`config.mk`:
```
export PLATFORM = sky130hd
export DESIGN_NAME = swd_host_transaction_engine
export DESIGN_NICKNAME = d
export VERILOG_FILES = /design/src/design/swdh_pkg.sv /design/src/design/swdh_cfg_regs.sv /design/src/design/swdh_bit_engine.sv /design/src/design/swd_host_transaction_engine.sv
export SDC_FILE = /design/constraint.sdc
export NUM_CORES = 1
export LEC_CHECK = 0
export BUFFER_PORTS_ARGS = -buffer_cell sky130_fd_sc_hd__buf_2
export CAP_MARGIN = 5
export CORE_MARGIN = 2
export CORE_UTILIZATION = 59
export CTS_CLUSTER_DIAMETER = 100
export DETAILED_ROUTE_END_ITERATION = 7
export GPL_TIMING_DRIVEN = 0
export PLACE_DENSITY_LB_ADDON = 0.05
export SYNTH_ARGS = -nofsm -noshare
export SYNTH_HDL_FRONTEND = slang
export SYNTH_SLANG_ARGS = --single-unit
```
`constraint.sdc`:
```
create_clock -name clk -period 5.3 [get_ports clk]
set_input_delay 0.53 -clock clk [delete_from_list [all_inputs] [get_ports clk]]
set_output_delay 0.53 -clock clk [all_outputs]
set_load 0.01 [all_outputs]
```
`src/design/swdh_pkg.sv`:
```
// ----------------------------------------------------------------------------
// SWD host package
// Shared types and codes of the serial wire debug host transaction engine.
// ----------------------------------------------------------------------------
package swdh_pkg;

  // Command codes carried on the input channel's tuser.
  localparam logic [2:0] CMD_NONE      = 3'd0;
  localparam logic [2:0] CMD_READ      = 3'd1;
  localparam logic [2:0] CMD_WRITE     = 3'd2;
  localparam logic [2:0] CMD_RESET     = 3'd3;
  localparam logic [2:0] CMD_RESET_IDL = 3'd4;

  // Outcome codes carried on the result channel's tuser.
  localparam logic [2:0] OC_NONE       = 3'd0;
  localparam logic [2:0] OC_OK         = 3'd1;
  localparam logic [2:0] OC_ACK_FAULT  = 3'd2;
  localparam logic [2:0] OC_PARITY_ERR = 3'd3;
  localparam logic [2:0] OC_RESET_DONE = 3'd4;

  localparam logic [2:0] ACK_OK        = 3'd1;

  // Configuration register indexes.
  localparam logic [1:0] CFG_RESET_HIGH = 2'd0;
  localparam logic [1:0] CFG_RESET_IDLE = 2'd1;
  localparam logic [1:0] CFG_TRAIL_IDLE = 2'd2;

  localparam logic [7:0] RESET_HIGH_DEF = 8'd60;
  localparam logic [3:0] RESET_IDLE_DEF = 4'd4;
  localparam logic [3:0] TRAIL_IDLE_DEF = 4'd8;

  localparam int IN_TDATA_W  = 40;
  localparam int OUT_TDATA_W = 40;

  typedef struct packed {
    logic [7:0] reset_high;
    logic [3:0] reset_idle;
    logic [3:0] trail_idle;
  } swdh_cfg_t;

  typedef struct packed {
    logic [2:0]  command;
    logic        ap_not_dp;
    logic [1:0]  reg_addr;
    logic [31:0] write_data;
    logic        swdio_in;
  } swdh_item_t;

  typedef struct packed {
    logic        swdio_out;
    logic        swdio_drive;
    logic        clock_pulse;
    logic        busy;
    logic        done;
    logic [2:0]  ack_value;
    logic [31:0] read_data;
    logic [2:0]  outcome;
  } swdh_result_t;

endpackage

```
`src/design/swdh_cfg_regs.sv`:
```
// ----------------------------------------------------------------------------
// SWD host configuration registers
// Holds the line reset and trailing idle cycle counts written by software.
// ----------------------------------------------------------------------------
module swdh_cfg_regs (
  input  logic              clk,
  input  logic              rst_n,
  input  logic              cfg_valid,
  output logic              cfg_ready,
  input  logic [1:0]        cfg_index,
  input  logic [7:0]        cfg_data,
  output swdh_pkg::swdh_cfg_t cfg
);

  swdh_pkg::swdh_cfg_t cfg_r;

  assign cfg_ready = 1'b1;
  assign cfg       = cfg_r;

  always_ff @(posedge clk) begin
    if (!rst_n) begin
      cfg_r.reset_high <= swdh_pkg::RESET_HIGH_DEF;
      cfg_r.reset_idle <= swdh_pkg::RESET_IDLE_DEF;
      cfg_r.trail_idle <= swdh_pkg::TRAIL_IDLE_DEF;
    end else if (cfg_valid) begin
      case (cfg_index)
        swdh_pkg::CFG_RESET_HIGH: cfg_r.reset_high <= cfg_data;
        swdh_pkg::CFG_RESET_IDLE: cfg_r.reset_idle <= cfg_data[3:0];
        swdh_pkg::CFG_TRAIL_IDLE: cfg_r.trail_idle <= cfg_data[3:0];
        default: ;
      endcase
    end
  end

endmodule

```
`src/design/swdh_bit_engine.sv`:
```
// ----------------------------------------------------------------------------
// SWD host bit engine
// Sequencer for one SWCLK cycle per step: request, turnaround, ack, data,
// parity, trailing idle and line reset phases.
// ----------------------------------------------------------------------------
module swdh_bit_engine (
  input  logic                   clk,
  input  logic                   rst_n,
  input  logic                   step_en,
  input  swdh_pkg::swdh_item_t   item,
  input  swdh_pkg::swdh_cfg_t    cfg,
  output swdh_pkg::swdh_result_t res
);

  typedef enum logic [9:0] {
    PH_IDLE  = 10'b00_0000_0001,
    PH_REQ   = 10'b00_0000_0010,
    PH_TURN1 = 10'b00_0000_0100,
    PH_ACK   = 10'b00_0000_1000,
    PH_TURN2 = 10'b00_0001_0000,
    PH_DATA  = 10'b00_0010_0000,
    PH_PAR   = 10'b00_0100_0000,
    PH_TRAIL = 10'b00_1000_0000,
    PH_RHIGH = 10'b01_0000_0000,
    PH_RIDLE = 10'b10_0000_0000
  } phase_t;

  phase_t      phase_r, phase_nxt, ph_e;
  logic [7:0]  cnt_r, cnt_nxt, cnt_e, cnt_inc, hi_cycles;
  logic [31:0] shift_r, shift_nxt, shift_e;
  logic [7:0]  req_r, req_nxt, req_e;
  logic [2:0]  ack_r, ack_nxt, ack_e;
  logic        wr_r, wr_nxt, wr_e;
  logic        widle_r, widle_nxt, widle_e;
  logic        lvl_r, lvl_nxt, drv_r, drv_nxt;
  logic        start_rw, start_rst;
  logic        lvl, drv, done, active;
  logic [2:0]  oc;
  logic        parity;

  // Request byte LSB first: start, APnDP, RnW, A2, A3, parity, stop, park.
  function automatic logic [7:0] build_request(input logic ap, input logic rd,
                                               input logic [1:0] a);
    logic [7:0] r;
    r = 8'h81;
    if (ap) r = r ^ 8'h22;
    if (rd) r = r ^ 8'h24;
    r = r | ({3'b000, a, 3'b000} & 8'h18);
    if (a == 2'd1 || a == 2'd2) r = r ^ 8'h20;
    return r;
  endfunction

  always_comb begin
    start_rw  = (phase_r == PH_IDLE) &&
                (item.command == swdh_pkg::CMD_READ || item.command == swdh_pkg::CMD_WRITE);
    start_rst = (phase_r == PH_IDLE) &&
                (item.command == swdh_pkg::CMD_RESET ||
                 item.command == swdh_pkg::CMD_RESET_IDL);

    // A command taken in idle runs its first cycle in the same step.
    ph_e    = phase_r;
    cnt_e   = cnt_r;
    shift_e = shift_r;
    req_e   = req_r;
    ack_e   = ack_r;
    wr_e    = wr_r;
    widle_e = widle_r;
    if (start_rw) begin
      wr_e    = (item.command == swdh_pkg::CMD_WRITE);
      req_e   = build_request(item.ap_not_dp, !wr_e, item.reg_addr);
      shift_e = wr_e ? item.write_data : 32'd0;
      ack_e   = 3'd0;
      cnt_e   = 8'd0;
      ph_e    = PH_REQ;
    end else if (start_rst) begin
      widle_e = (item.command == swdh_pkg::CMD_RESET_IDL);
      cnt_e   = 8'd0;
      ph_e    = PH_RHIGH;
    end

    phase_nxt = ph_e;
    cnt_nxt   = cnt_e;
    shift_nxt = shift_e;
    req_nxt   = req_e;
    ack_nxt   = ack_e;
    wr_nxt    = wr_e;
    widle_nxt = widle_e;
    cnt_inc   = cnt_e + 8'd1;
    hi_cycles = (cfg.reset_high == 8'd0) ? 8'd1 : cfg.reset_high;
    parity    = ^shift_e;
    lvl       = 1'b0;
    drv       = 1'b1;
    done      = 1'b0;
    oc        = swdh_pkg::OC_NONE;
    active    = 1'b1;

    case (ph_e)
      PH_REQ: begin
        lvl     = req_e[cnt_e[2:0]];
        cnt_nxt = cnt_inc;
        if (cnt_inc >= 8'd8) begin
          phase_nxt = PH_TURN1;
          cnt_nxt   = 8'd0;
        end
      end
      PH_TURN1: begin
        lvl       = 1'b1;
        phase_nxt = PH_ACK;
        cnt_nxt   = 8'd0;
      end
      PH_ACK: begin
        drv     = 1'b0;
        ack_nxt = ack_e | ({2'b00, item.swdio_in} << cnt_e[1:0]);
        cnt_nxt = cnt_inc;
        if (cnt_inc >= 8'd3) begin
          cnt_nxt = 8'd0;
          if (wr_e) begin
            phase_nxt = PH_TURN2;
          end else if (ack_nxt != swdh_pkg::ACK_OK) begin
            done = 1'b1;
            oc   = swdh_pkg::OC_ACK_FAULT;
          end else begin
            phase_nxt = PH_DATA;
            shift_nxt = 32'd0;
          end
        end
      end
      PH_TURN2: begin
        lvl     = 1'b1;
        cnt_nxt = 8'd0;
        if (ack_e != swdh_pkg::ACK_OK) begin
          done = 1'b1;
          oc   = swdh_pkg::OC_ACK_FAULT;
        end else begin
          phase_nxt = PH_DATA;
        end
      end
      PH_DATA: begin
        if (wr_e) begin
          lvl = shift_e[cnt_e[4:0]];
        end else begin
          drv       = 1'b0;
          shift_nxt = shift_e | ({31'd0, item.swdio_in} << cnt_e[4:0]);
        end
        cnt_nxt = cnt_inc;
        if (cnt_inc >= 8'd32) begin
          phase_nxt = PH_PAR;
          cnt_nxt   = 8'd0;
        end
      end
      PH_PAR: begin
        if (wr_e) begin
          lvl = parity;
        end else begin
          drv = 1'b0;
        end
        if (!wr_e && item.swdio_in != parity) begin
          done = 1'b1;
          oc   = swdh_pkg::OC_PARITY_ERR;
        end else begin
          cnt_nxt = 8'd0;
          if (cfg.trail_idle == 4'd0) begin
            done = 1'b1;
            oc   = swdh_pkg::OC_OK;
          end else begin
            phase_nxt = PH_TRAIL;
          end
        end
      end
      PH_TRAIL: begin
        lvl     = 1'b0;
        cnt_nxt = cnt_inc;
        if (cnt_inc >= {4'd0, cfg.trail_idle}) begin
          done = 1'b1;
          oc   = swdh_pkg::OC_OK;
        end
      end
      PH_RHIGH: begin
        lvl     = 1'b1;
        cnt_nxt = cnt_inc;
        if (cnt_inc >= hi_cycles) begin
          cnt_nxt = 8'd0;
          if (widle_e && cfg.reset_idle != 4'd0) begin
            phase_nxt = PH_RIDLE;
          end else begin
            done = 1'b1;
            oc   = swdh_pkg::OC_RESET_DONE;
          end
        end
      end
      PH_RIDLE: begin
        lvl     = 1'b0;
        cnt_nxt = cnt_inc;
        if (cnt_inc >= {4'd0, cfg.reset_idle}) begin
          done = 1'b1;
          oc   = swdh_pkg::OC_RESET_DONE;
        end
      end
      default: begin
        // Idle with no command: the line keeps whatever the last command left.
        active    = 1'b0;
        phase_nxt = PH_IDLE;
        lvl       = drv_r & lvl_r;
        drv       = drv_r;
      end
    endcase

    if (!drv) lvl = 1'b0;

    lvl_nxt = lvl;
    drv_nxt = drv;
    res.swdio_out   = lvl;
    res.swdio_drive = drv;
    res.clock_pulse = active;
    res.busy        = active;
    res.done        = done;
    res.ack_value   = 3'd0;
    res.read_data   = 32'd0;
    res.outcome     = oc;
    if (done) begin
      if (oc == swdh_pkg::OC_RESET_DONE) begin
        lvl_nxt = 1'b1;
      end else begin
        res.ack_value = ack_nxt;
      end
      if (oc == swdh_pkg::OC_OK && !wr_e) res.read_data = shift_nxt;
      phase_nxt = PH_IDLE;
      cnt_nxt   = 8'd0;
    end
  end

  always_ff @(posedge clk) begin
    if (!rst_n) begin
      phase_r <= PH_IDLE;
      cnt_r   <= 8'd0;
      shift_r <= 32'd0;
      req_r   <= 8'd0;
      ack_r   <= 3'd0;
      wr_r    <= 1'b0;
      widle_r <= 1'b0;
      lvl_r   <= 1'b1;
      drv_r   <= 1'b1;
    end else if (step_en) begin
      phase_r <= phase_nxt;
      cnt_r   <= cnt_nxt;
      shift_r <= shift_nxt;
      req_r   <= req_nxt;
      ack_r   <= ack_nxt;
      wr_r    <= wr_nxt;
      widle_r <= widle_nxt;
      lvl_r   <= lvl_nxt;
      drv_r   <= drv_nxt;
    end
  end

endmodule

```
`src/design/swd_host_transaction_engine.sv`:
```
// ----------------------------------------------------------------------------
// SWD host transaction engine
// Serial wire debug host sequencer, one SWCLK bit cycle per stream transaction.
// ----------------------------------------------------------------------------
// Each input transaction stands for one SWCLK cycle. It carries the sampled
// SWDIO level and, when the engine is idle, a command (read, write, line
// reset, line reset with idle). Each input transaction gives exactly one
// result transaction: the level and drive enable for SWDIO, the clock
// enable, busy, and on the last cycle of a command (tlast) the ack bits,
// the read word and the outcome code on tuser.
// The input is captured in a register, the bit sequencer works on it
// combinationally and writes the output register, so a result passes the input
// and output registers. One transaction per clock is sustained while the receiver
// does not stall; the phase counter of the sequencer is updated once per transaction.
// When the receiver stalls, the output register holds its result and the
// input register fills, after which in_tready falls; nothing is lost.
// Configuration writes are taken at any time and should be issued only while
// no command is in progress. After reset the pipeline is empty, the engine is
// idle with the line driven high, and the registers hold their defaults: reset high 60,
// reset idle 4 and trailing idle 8.
module swd_host_transaction_engine (
  input  logic        clk,
  input  logic        rst_n,
  // Input: ap_not_dp[0], reg_addr[2:1], write_data[34:3], swdio_in[35], zero fill
  input  logic [39:0] in_tdata,
  // Input tuser: command[2:0]
  input  logic [2:0]  in_tuser,
  input  logic        in_tvalid,
  output logic        in_tready,
  // Result: swdio_out[0], swdio_drive[1], clock_pulse[2], busy_res[3],
  // ack_value[6:4], read_data[38:7], zero fill
  output logic [39:0] out_tdata,
  // Result tuser: outcome[2:0]
  output logic [2:0]  out_tuser,
  output logic        out_tlast,
  output logic        out_tvalid,
  input  logic        out_tready,
  input  logic        cfg_valid,
  output logic        cfg_ready,
  input  logic [1:0]  cfg_index,
  input  logic [7:0]  cfg_data
);

  swdh_pkg::swdh_cfg_t    cfg;
  swdh_pkg::swdh_item_t   item_r;
  swdh_pkg::swdh_result_t res, res_r;
  logic                   in_valid_r, out_valid_r;
  logic                   advance, step_en;

  assign advance   = !out_valid_r || out_tready;
  assign in_tready = !in_valid_r || advance;
  assign step_en   = in_valid_r && advance;

  swdh_cfg_regs u_cfg (
    .clk       (clk),
    .rst_n     (rst_n),
    .cfg_valid (cfg_valid),
    .cfg_ready (cfg_ready),
    .cfg_index (cfg_index),
    .cfg_data  (cfg_data),
    .cfg       (cfg)
  );

  swdh_bit_engine u_engine (
    .clk     (clk),
    .rst_n   (rst_n),
    .step_en (step_en),
    .item    (item_r),
    .cfg     (cfg),
    .res     (res)
  );

  always_ff @(posedge clk) begin
    if (!rst_n) begin
      in_valid_r  <= 1'b0;
      out_valid_r <= 1'b0;
    end else begin
      if (in_tready) in_valid_r <= in_tvalid;
      if (advance) out_valid_r <= in_valid_r;
    end
  end

  always_ff @(posedge clk) begin
    if (in_tready && in_tvalid) begin
      item_r.command    <= in_tuser;
      item_r.ap_not_dp  <= in_tdata[0];
      item_r.reg_addr   <= in_tdata[2:1];
      item_r.write_data <= in_tdata[34:3];
      item_r.swdio_in   <= in_tdata[35];
    end
    if (step_en) res_r <= res;
  end

  assign out_tvalid = out_valid_r;
  assign out_tdata  = {1'b0, res_r.read_data, res_r.ack_value, res_r.busy,
                       res_r.clock_pulse, res_r.swdio_drive, res_r.swdio_out};
  assign out_tuser  = res_r.outcome;
  assign out_tlast  = res_r.done;

endmodule

```
==> run metrics, run 1 <==
Die X-Extent 129 µm; placed insts between 1k and 1.5k; Initial DRT Pass Iterations 6; WL/cell around 21 µm; count of warnings emitted by yosys 0; register area share after synthesis between 40 and 50%; endpoint of the lowest-slack register-to-register path u_engine.phase_r[6]; number of max-slew violations in the final report 0; level count of the clock H-tree 4; cell count after synthesis between 1k and 1.5k; detailed-placement wirelength estimate about 21 mm; power density over the cells 306 nW/µm²; setup slack of the most critical reg-to-reg path ~0.18 ns; top cells by area, synth sky130_fd_sc_hd__edfxtp_1 (26%), sky130_fd_sc_hd__dfxtp_1 (18%), sky130_fd_sc_hd__nor2_1 (6.3%); global-route wire length before repair between 40 and 50 mm; number of buffers created by CTS 17; Detail Route met2 WL 11.6 mm; CTS Hold Buffers Added 0; Distinct cells, synth 80; synthesized cell area between 9000 and 10000 µm²; count of flip-flops with a built-in enable after synthesis 81; worst setup slack after placement -0.566 ns; startpoint of the lowest-slack register-to-register path u_engine.phase_r[3]; portion of the clock cycle consumed by the worst path in the final layout 96.5%; Hold Path Class input port to register; headroom to the max-slew limit 16.0%; largest net degree at the start of global routing 40; remaining antenna violation count 0; maximum clock path buffer count 2; peak clock frequency supported by timing about 200 MHz; library cell with the highest instance count after synthesis sky130_fd_sc_hd__nor2_1; drt first-iter violations 978; Final Hold Vio Count 0; post-synthesis register bit count 164; area share of the largest cell type after synthesis 26.5%; total of fill cells in the finished design approximately 1.2k; length of routed met3 wiring ~3.4 mm; total die area roughly 17000 µm²; synthesized area per cell 9.04 µm²; clock root buffer master sky130_fd_sc_hd__clkbuf_16; Port-buffer cells just under 100; shortest clock period the worst path allows after layout a little over 5 ns; count of vias placed by the detailed router ~8.5k; floorplan core area roughly 15000 µm²; vias per cell approximately 6.4; Metal-1 WL between 10 and 15 mm; via count of the first global-routing pass 7726; critical path arrival about 5.5 ns; highest metal layer used by the detailed router met4; Overall Power 3.24 mW; endpoint with the worst hold slack item_r[16]; dominant register cell in the synthesized netlist sky130_fd_sc_hd__dfxtp_1; actual slew at the worst max-slew pin roughly 1.3 ns; Leakage Power between 4 and 5 nW; Post-Layout Cell Count between 1k and 1.5k; Max VDD drop ~0.35 mV; number of setup violations in the final report 0; gr ovfl total 0; Synth top cells by count sky130_fd_sc_hd__nor2_1 (153), sky130_fd_sc_hd__nand2_1 (103), sky130_fd_sc_hd__a21oi_1 (93), sky130_fd_sc_hd__dfxtp_1 (83), sky130_fd_sc_hd__edfxtp_1 (81); cell accounting for the most synthesized area sky130_fd_sc_hd__edfxtp_1; synth-to-layout area growth 15.4%; clock-pin slew on the worst setup and hold paths roughly 0.08 ns; R2R depth 21; worst setup margin approximately 0.18 ns; cell depth of the worst hold path 1; number of inserted diodes 0; clock latency of the later-clocked register in the worst-skew pair 0.44 ns; All-Layer GR Usage a little over a third; initial antenna violation count 0; floorplan die height ~130 µm; gpl congestion 1.06; Post-Syn Nets roughly 1.1k; Worst Path Class, Setup register to register; clock tree from TritonCTS done; Placement Rows 45; MaxCap Viol Count 0; critical path fanouts, max 10; Synth async-reset ratio 0%; Clock Skew between 0.01 and 0.015 ns; clock sink count roughly 160; final net count approximately 1.2k; fraction of layout cells with a size suffix above 1 between 10% and 20%; source of the worst hold timing path in_tdata[18]; result of the run finished clean; endpoint kind of the worst setup timing path register; DRC violation count after routing 0; initial cell density of the core 60.4%; setup repair after global routing missed its margin yes; required time of the worst setup path 5.64 ns; final wirelength around 28 mm; I/O pin count roughly 110; Setup crit start kind register
-- timing repair --
action / CTS / global route
buffers inserted: 0 / 0
setup endpoints to repair: 15 / 83
resized for setup: 6 / 8
-- metal layers --
metal,GRT usage [%],vias up
met2,49.1,564
met3,10.4,69
li1,-,3950
met4,11.5,0
met5,0,-
met1,51.0,3934
-- cell type report --
class | count | area (µm²) | share of cell area, %
well taps | 188 | 235 | 2.22
plain buffers | 62 | 280 | 2.65
multi-input cells | 764 | 4770 | 45.0
clock buffers | 17 | 425 | 4.02
inverters | 26 | 97.6 | 0.921
clock inverters | 15 | 179 | 1.69
flip-flops and latches | 164 | 4090 | 38.7
repair buffers | 99 | 510 | 4.82
-- worst max-delay path by stage --
stage,cells past startpoint,slack (ns),endpoint,startpoint
2_1_floorplan,22,1.04,u_engine.cnt_r[7],u_engine.phase_r[9]
3_3_place_gp,19,-0.49,u_engine.cnt_r[5],u_engine.phase_r[3]
3_5_place_dp,21,-0.57,u_engine.cnt_r[7],u_engine.phase_r[3]
4_1_cts,20,0.05,out_tdata[18],u_engine.phase_r[6]
5_1_grt,21,-0.03,u_engine.phase_r[6],u_engine.phase_r[3]
6_report,21,0.18,u_engine.phase_r[6],u_engine.phase_r[3]
-- logic make-up after synthesis --
logic type	count (synthesis)	share of synthesized area (%)
AND/OR/NAND/NOR	415	21.7
flip-flops	164	44.6
other	2	0.0818
buffers and inverters	88	4.09
adder cells (fa/ha/maj)	18	2.43
multiplexers	21	2.86
XOR/XNOR	51	5.42
AO/OA/AOI/OAI	257	18.8
-- placed cells by master, fill, tap and decap left out, types with 8 or more instances in the layout --
cell	instances
sky130_fd_sc_hd__o211ai_1	9
sky130_fd_sc_hd__buf_2	110
sky130_fd_sc_hd__nor3_1	12
sky130_fd_sc_hd__and2_1	14
sky130_fd_sc_hd__a21oi_1	93
sky130_fd_sc_hd__nand2b_1	8
sky130_fd_sc_hd__ha_1	17
sky130_fd_sc_hd__o22ai_1	8
sky130_fd_sc_hd__edfxtp_1	81
sky130_fd_sc_hd__inv_1	23
sky130_fd_sc_hd__o221ai_1	10
sky130_fd_sc_hd__a211oi_1	39
sky130_fd_sc_hd__nand3_1	26
sky130_fd_sc_hd__and3_1	29
sky130_fd_sc_hd__or2_2	10
sky130_fd_sc_hd__xnor2_1	39
sky130_fd_sc_hd__mux2i_1	14
sky130_fd_sc_hd__nand4_1	15
sky130_fd_sc_hd__dfxtp_1	83
sky130_fd_sc_hd__o31ai_1	8
sky130_fd_sc_hd__nor2_1	152
sky130_fd_sc_hd__nand2_1	101
sky130_fd_sc_hd__clkbuf_1	36
sky130_fd_sc_hd__clkbuf_16	17
sky130_fd_sc_hd__o21ai_0	17
sky130_fd_sc_hd__o22a_1	8
-- flip-flops by register name, summed over array words and instances, names as in the netlist --
signal / flops
item_r: 39
out_tdata: 38
u_engine.shift_r: 32
u_cfg.cfg: 16
u_engine.phase_r: 10
u_engine.cnt_r: 8
u_engine.req_r: 8
out_tuser: 3
u_engine.ack_r: 3
in_valid_r: 1
out_tlast: 1
out_tvalid: 1
u_engine.drv_r: 1
u_engine.lvl_r: 1
u_engine.widle_r: 1
u_engine.wr_r: 1
-- where the power goes --
part	total [mW]	leakage, nW	switching [mW]	internal, mW
sequential	1.44	1.43	0.0538	1.39
combinational	0.551	2.33	0.330	0.221
clock	1.24	0.288	0.601	0.640
-- critical path, stage by stage (launching register included) --
cell and delay [ns]:
sky130_fd_sc_hd__dfxtp_1 0.31, sky130_fd_sc_hd__clkbuf_1 0.32, sky130_fd_sc_hd__nor2_2 0.14, sky130_fd_sc_hd__and3_1 0.17, sky130_fd_sc_hd__clkbuf_1 0.16, sky130_fd_sc_hd__nand2_2 0.23
sky130_fd_sc_hd__nand2_2 0.16, sky130_fd_sc_hd__inv_1 0.34, sky130_fd_sc_hd__ha_1 0.23, sky130_fd_sc_hd__inv_1 0.08, sky130_fd_sc_hd__xnor2_2 0.33, sky130_fd_sc_hd__ha_1 0.31
sky130_fd_sc_hd__o21a_1 0.19, sky130_fd_sc_hd__o211ai_1 0.14, sky130_fd_sc_hd__o21ai_0 0.12, sky130_fd_sc_hd__nand2_1 0.10, sky130_fd_sc_hd__maj3_1 0.18, sky130_fd_sc_hd__o32ai_2 0.13
sky130_fd_sc_hd__nor2b_1 0.28, sky130_fd_sc_hd__nor3_4 0.37, sky130_fd_sc_hd__nand3_1 0.30, sky130_fd_sc_hd__a2111oi_2 0.43
-- stage by stage --
step / setup TNS, ns / hold slack (ns) / instance area, µm² / utilization, %
2_1_floorplan: 0 / 0.430 / 9180 / -
3_3_place_gp: -3.39 / 0.447 / 9910 / 65.2
4_1_cts: 0 / 0.250 / 10600 / 69.5
5_1_grt: -0.0294 / 0.251 / 10600 / 69.7
6_report: 0 / 0.258 / 10600 / 69.7
3_5_place_dp: -4.46 / 0.447 / 9930 / 65.3
(Power assumes the default switching activity.)
==> run 2, diff against run 1 <==
--- a/config.mk
+++ b/config.mk
@@ -7,6 +7,7 @@
 export LEC_CHECK = 0
 export BUFFER_PORTS_ARGS = -buffer_cell sky130_fd_sc_hd__buf_2
 export CAP_MARGIN = 5
+export CORE_ASPECT_RATIO = 0.75
 export CORE_MARGIN = 2
 export CORE_UTILIZATION = 59
 export CTS_CLUSTER_DIAMETER = 100
==> run 2 against run 1 <==
  * The run now ends with DRC left
  * Non-clock buffer count up 3
  * Final cell count rose by 1.5%
  * First-iteration DRC count grew 17%
  * Critical path type unchanged
  * Highest routed layer unchanged
==> run metrics, run 2 (same netlist as run 1, synthesis figures left out) <==
worst setup margin 0.211 ns (was 0.183 ns); Post-Layout Cell Count 1355 (was 1335); multi-input logic area 4780 µm² (was 4770 µm²); most common cell after layout, fill and taps aside sky130_fd_sc_hd__nor2_1 (unchanged); remaining antenna violation count 0 (unchanged); MaxCap Viol Count 0 (unchanged); via count of the first global-routing pass 7853 (was 7726); I/O pin count 105 (unchanged); portion of the clock cycle consumed by the worst path in the final layout 96.0% (was 96.5%); clock tree from TritonCTS done (unchanged); most frequent cells in the layout sky130_fd_sc_hd__nor2_1 (152), sky130_fd_sc_hd__buf_2 (110), sky130_fd_sc_hd__nand2_1 (101), sky130_fd_sc_hd__a21oi_1 (93), sky130_fd_sc_hd__dfxtp_1 (83) (unchanged); shortest clock period the worst path allows after layout 5.09 ns (was 5.12 ns); largest register by flop count item_r (unchanged); total of fill cells in the finished design 1241 (was 1239); Placed Instance Area 9960 µm² (was 9930 µm²); Max VDD drop 0.372 mV (was 0.346 mV); gpl congestion 1.06 (about the same); Net Sw Power 1.04 mW (was 0.985 mW); clock-pin slew on the worst setup and hold paths 0.07 ns (was 0.08 ns); result of the run finished, violations left (was finished clean); Overall Power 3.31 mW (was 3.24 mW); Initial DRT Pass Iterations 8 (was 6); endpoint kind of the worst setup timing path register (unchanged); number of inserted diodes 0 (unchanged); number of setup violations in the final report 0 (unchanged); number of max-slew violations in the final report 0 (unchanged); actual slew at the worst max-slew pin 1.11 ns (was 1.26 ns); clock latency of the later-clocked register in the worst-skew pair 0.45 ns (was 0.44 ns); floorplan die height 112 µm (was 129 µm); peak clock frequency supported by timing 197 MHz (was 195 MHz); post-layout utilization of the core 70.2% (was 69.7%); DRC violation count after routing 1 (was 0); Final Hold Vio Count 0 (unchanged); register area 4090 µm² (unchanged); WL/cell 22.7 µm (was 21.3 µm); count of vias placed by the detailed router 8825 (was 8517); R2R depth 20 (was 21); final wirelength 30.8 mm (was 28.4 mm); placed insts 1320 (was 1303); worst setup slack after placement -0.629 ns (was -0.566 ns); critical path fanouts, max 8 (was 10); endpoint of the lowest-slack register-to-register path u_engine.cnt_r[0] (was u_engine.phase_r[6]); level count of the clock H-tree 4 (unchanged); drt first-iter violations 1144 (was 978); Worst Path Class, Setup register to register (unchanged); vias per cell 6.51 (was 6.38); endpoint with the worst hold slack item_r[3] (was item_r[16]); headroom to the max-slew limit 26.1% (was 16.0%); number of buffers created by CTS 17 (unchanged); required time of the worst setup path 5.62 ns (was 5.64 ns); startpoint of the lowest-slack register-to-register path u_engine.phase_r[3] (unchanged); total die area 16600 µm² (about the same); setup repair after global routing missed its margin no (was yes); floorplan core area 15200 µm² (about the same); portion of total power attributed to combinational logic 17.5% (was 17.0%); Die X-Extent 148 µm (was 129 µm); clock root buffer master sky130_fd_sc_hd__clkbuf_16 (unchanged); Hold Path Class input port to register (unchanged); internal power of the cells 2.26 mW (was 2.25 mW); global-route wire length before repair 46.6 mm (was 43.3 mm); switching share of power 31.5% (was 30.4%); setup slack of the most critical reg-to-reg path 0.21 ns (was 0.18 ns); cell depth of the worst hold path 1 (unchanged); violations in the final reports DRC; tightest hold margin 0.258 ns (about the same); Setup crit start kind register (unchanged); max reg flops 39 (unchanged); synth-to-layout area growth 16.4% (was 15.4%); Leakage Power 4.08 nW (was 4.04 nW); initial antenna violation count 0 (unchanged); All-Layer GR Usage 37.5% (was 34.7%); CTS Hold Buffers Added 0 (unchanged); clock sink count 164 (unchanged); gr ovfl total 0 (unchanged); Port-buffer cells 98 (unchanged); source of the worst hold timing path in_tdata[5] (was in_tdata[18]); detailed-placement wirelength estimate 23.0 mm (was 21.4 mm); Layout Cell Area excl Fill 10700 µm² (was 10600 µm²); maximum clock path buffer count 2 (unchanged); power density over the cells 309 nW/µm² (was 306 nW/µm²); largest net degree at the start of global routing 40 (unchanged); initial cell density of the core 60.3% (was 60.4%); Clock Skew 0.0162 ns (was 0.0118 ns); critical path arrival 5.41 ns (was 5.46 ns); final setup TNS 0 ns (unchanged); final net count 1212 (was 1209); sequential share of power 43.8% (was 44.6%); fraction of layout cells with a size suffix above 1 17.2% (was 16.5%); relative contribution of the clock network to total power 38.7% (was 38.3%); Placement Rows 39 (was 45)
run 2: cell count changes in the layout (fill, tap and decap cells not counted), moves of 2 or more:
cell / change
sky130_fd_sc_hd__inv_8: -2
sky130_fd_sc_hd__buf_4: +4
sky130_fd_sc_hd__clkinv_8: +2
sky130_fd_sc_hd__clkbuf_1: -2
run 2: how the worst max path moves through the flow:
stage | from | end | slack (ns) | depth (start not counted)
2_1_floorplan | u_engine.phase_r[9] | u_engine.cnt_r[7] | 1.04 | 22
3_3_place_gp | u_engine.phase_r[3] | u_engine.cnt_r[5] | -0.61 | 19
3_5_place_dp | u_engine.phase_r[3] | u_engine.cnt_r[7] | -0.63 | 19
4_1_cts | u_engine.phase_r[6] | u_engine.phase_r[6] | 0.03 | 19
5_1_grt | u_engine.phase_r[4] | u_engine.cnt_r[7] | 0.04 | 20
6_report | u_engine.phase_r[3] | u_engine.cnt_r[0] | 0.21 | 20
run 2: worst max-delay path, stage by stage, from the launching register on:
cell and delay [ns]:
sky130_fd_sc_hd__dfxtp_1 0.30, sky130_fd_sc_hd__clkbuf_1 0.21, sky130_fd_sc_hd__nor2_2 0.32, sky130_fd_sc_hd__and3_2 0.33, sky130_fd_sc_hd__nand2_2 0.18, sky130_fd_sc_hd__nand2_2 0.22, sky130_fd_sc_hd__clkinvlp_4 0.25, sky130_fd_sc_hd__ha_1 0.31
sky130_fd_sc_hd__o2111ai_1 0.13, sky130_fd_sc_hd__mux2i_2 0.46, sky130_fd_sc_hd__ha_1 0.20, sky130_fd_sc_hd__o211ai_1 0.08, sky130_fd_sc_hd__o21ai_0 0.20, sky130_fd_sc_hd__nand2_1 0.10, sky130_fd_sc_hd__maj3_1 0.38, sky130_fd_sc_hd__o32ai_2 0.25
sky130_fd_sc_hd__o21ai_2 0.18, sky130_fd_sc_hd__nor3_1 0.40, sky130_fd_sc_hd__o21ai_0 0.24, sky130_fd_sc_hd__nand3_1 0.15, sky130_fd_sc_hd__o21ai_0 0.07
run 2: power by group through the flow:
| stage | Clock (mW) | Combinational, mW | Sequential (mW) |
|---|---|---|---|
| final | 1.28 | 0.577 | 1.45 |
| after detailed placement | 0 | 0.536 | 1.47 |
| after floorplan | 0 | 0.359 | 1.46 |
| after global placement | 0 | 0.532 | 1.47 |
| after CTS | 1.28 | 0.547 | 1.44 |
| after global routing | 1.33 | 0.608 | 1.45 |
run 2: repair_timing:
item	in CTS	in global routing
pin swaps	0	1
gates cloned	0	0
gates resized for setup	10	11
endpoints found under the setup margin	38	75
setup buffers	0	4
run 2: metal layers:
metal / GRT usage (%) / wire length [µm] / vias to the layer above
met2: 48.2 / 11600 / 768
met4: 8.57 / 654 / 0
met5: 0 / 0 / -
met3: 14.6 / 5440 / 79
met1: 58.8 / 13100 / 4023
li1: - / - / 3955
run 2: layout make-up:
cell class,instances,area share (%)
clock inverter,15,1.86
multi-input combinational,764,44.8
tap,205,2.40
inverter,26,0.948
sequential,164,38.3
clock buffer,17,3.98
timing repair buffer,103,5.13
buffer,61,2.60
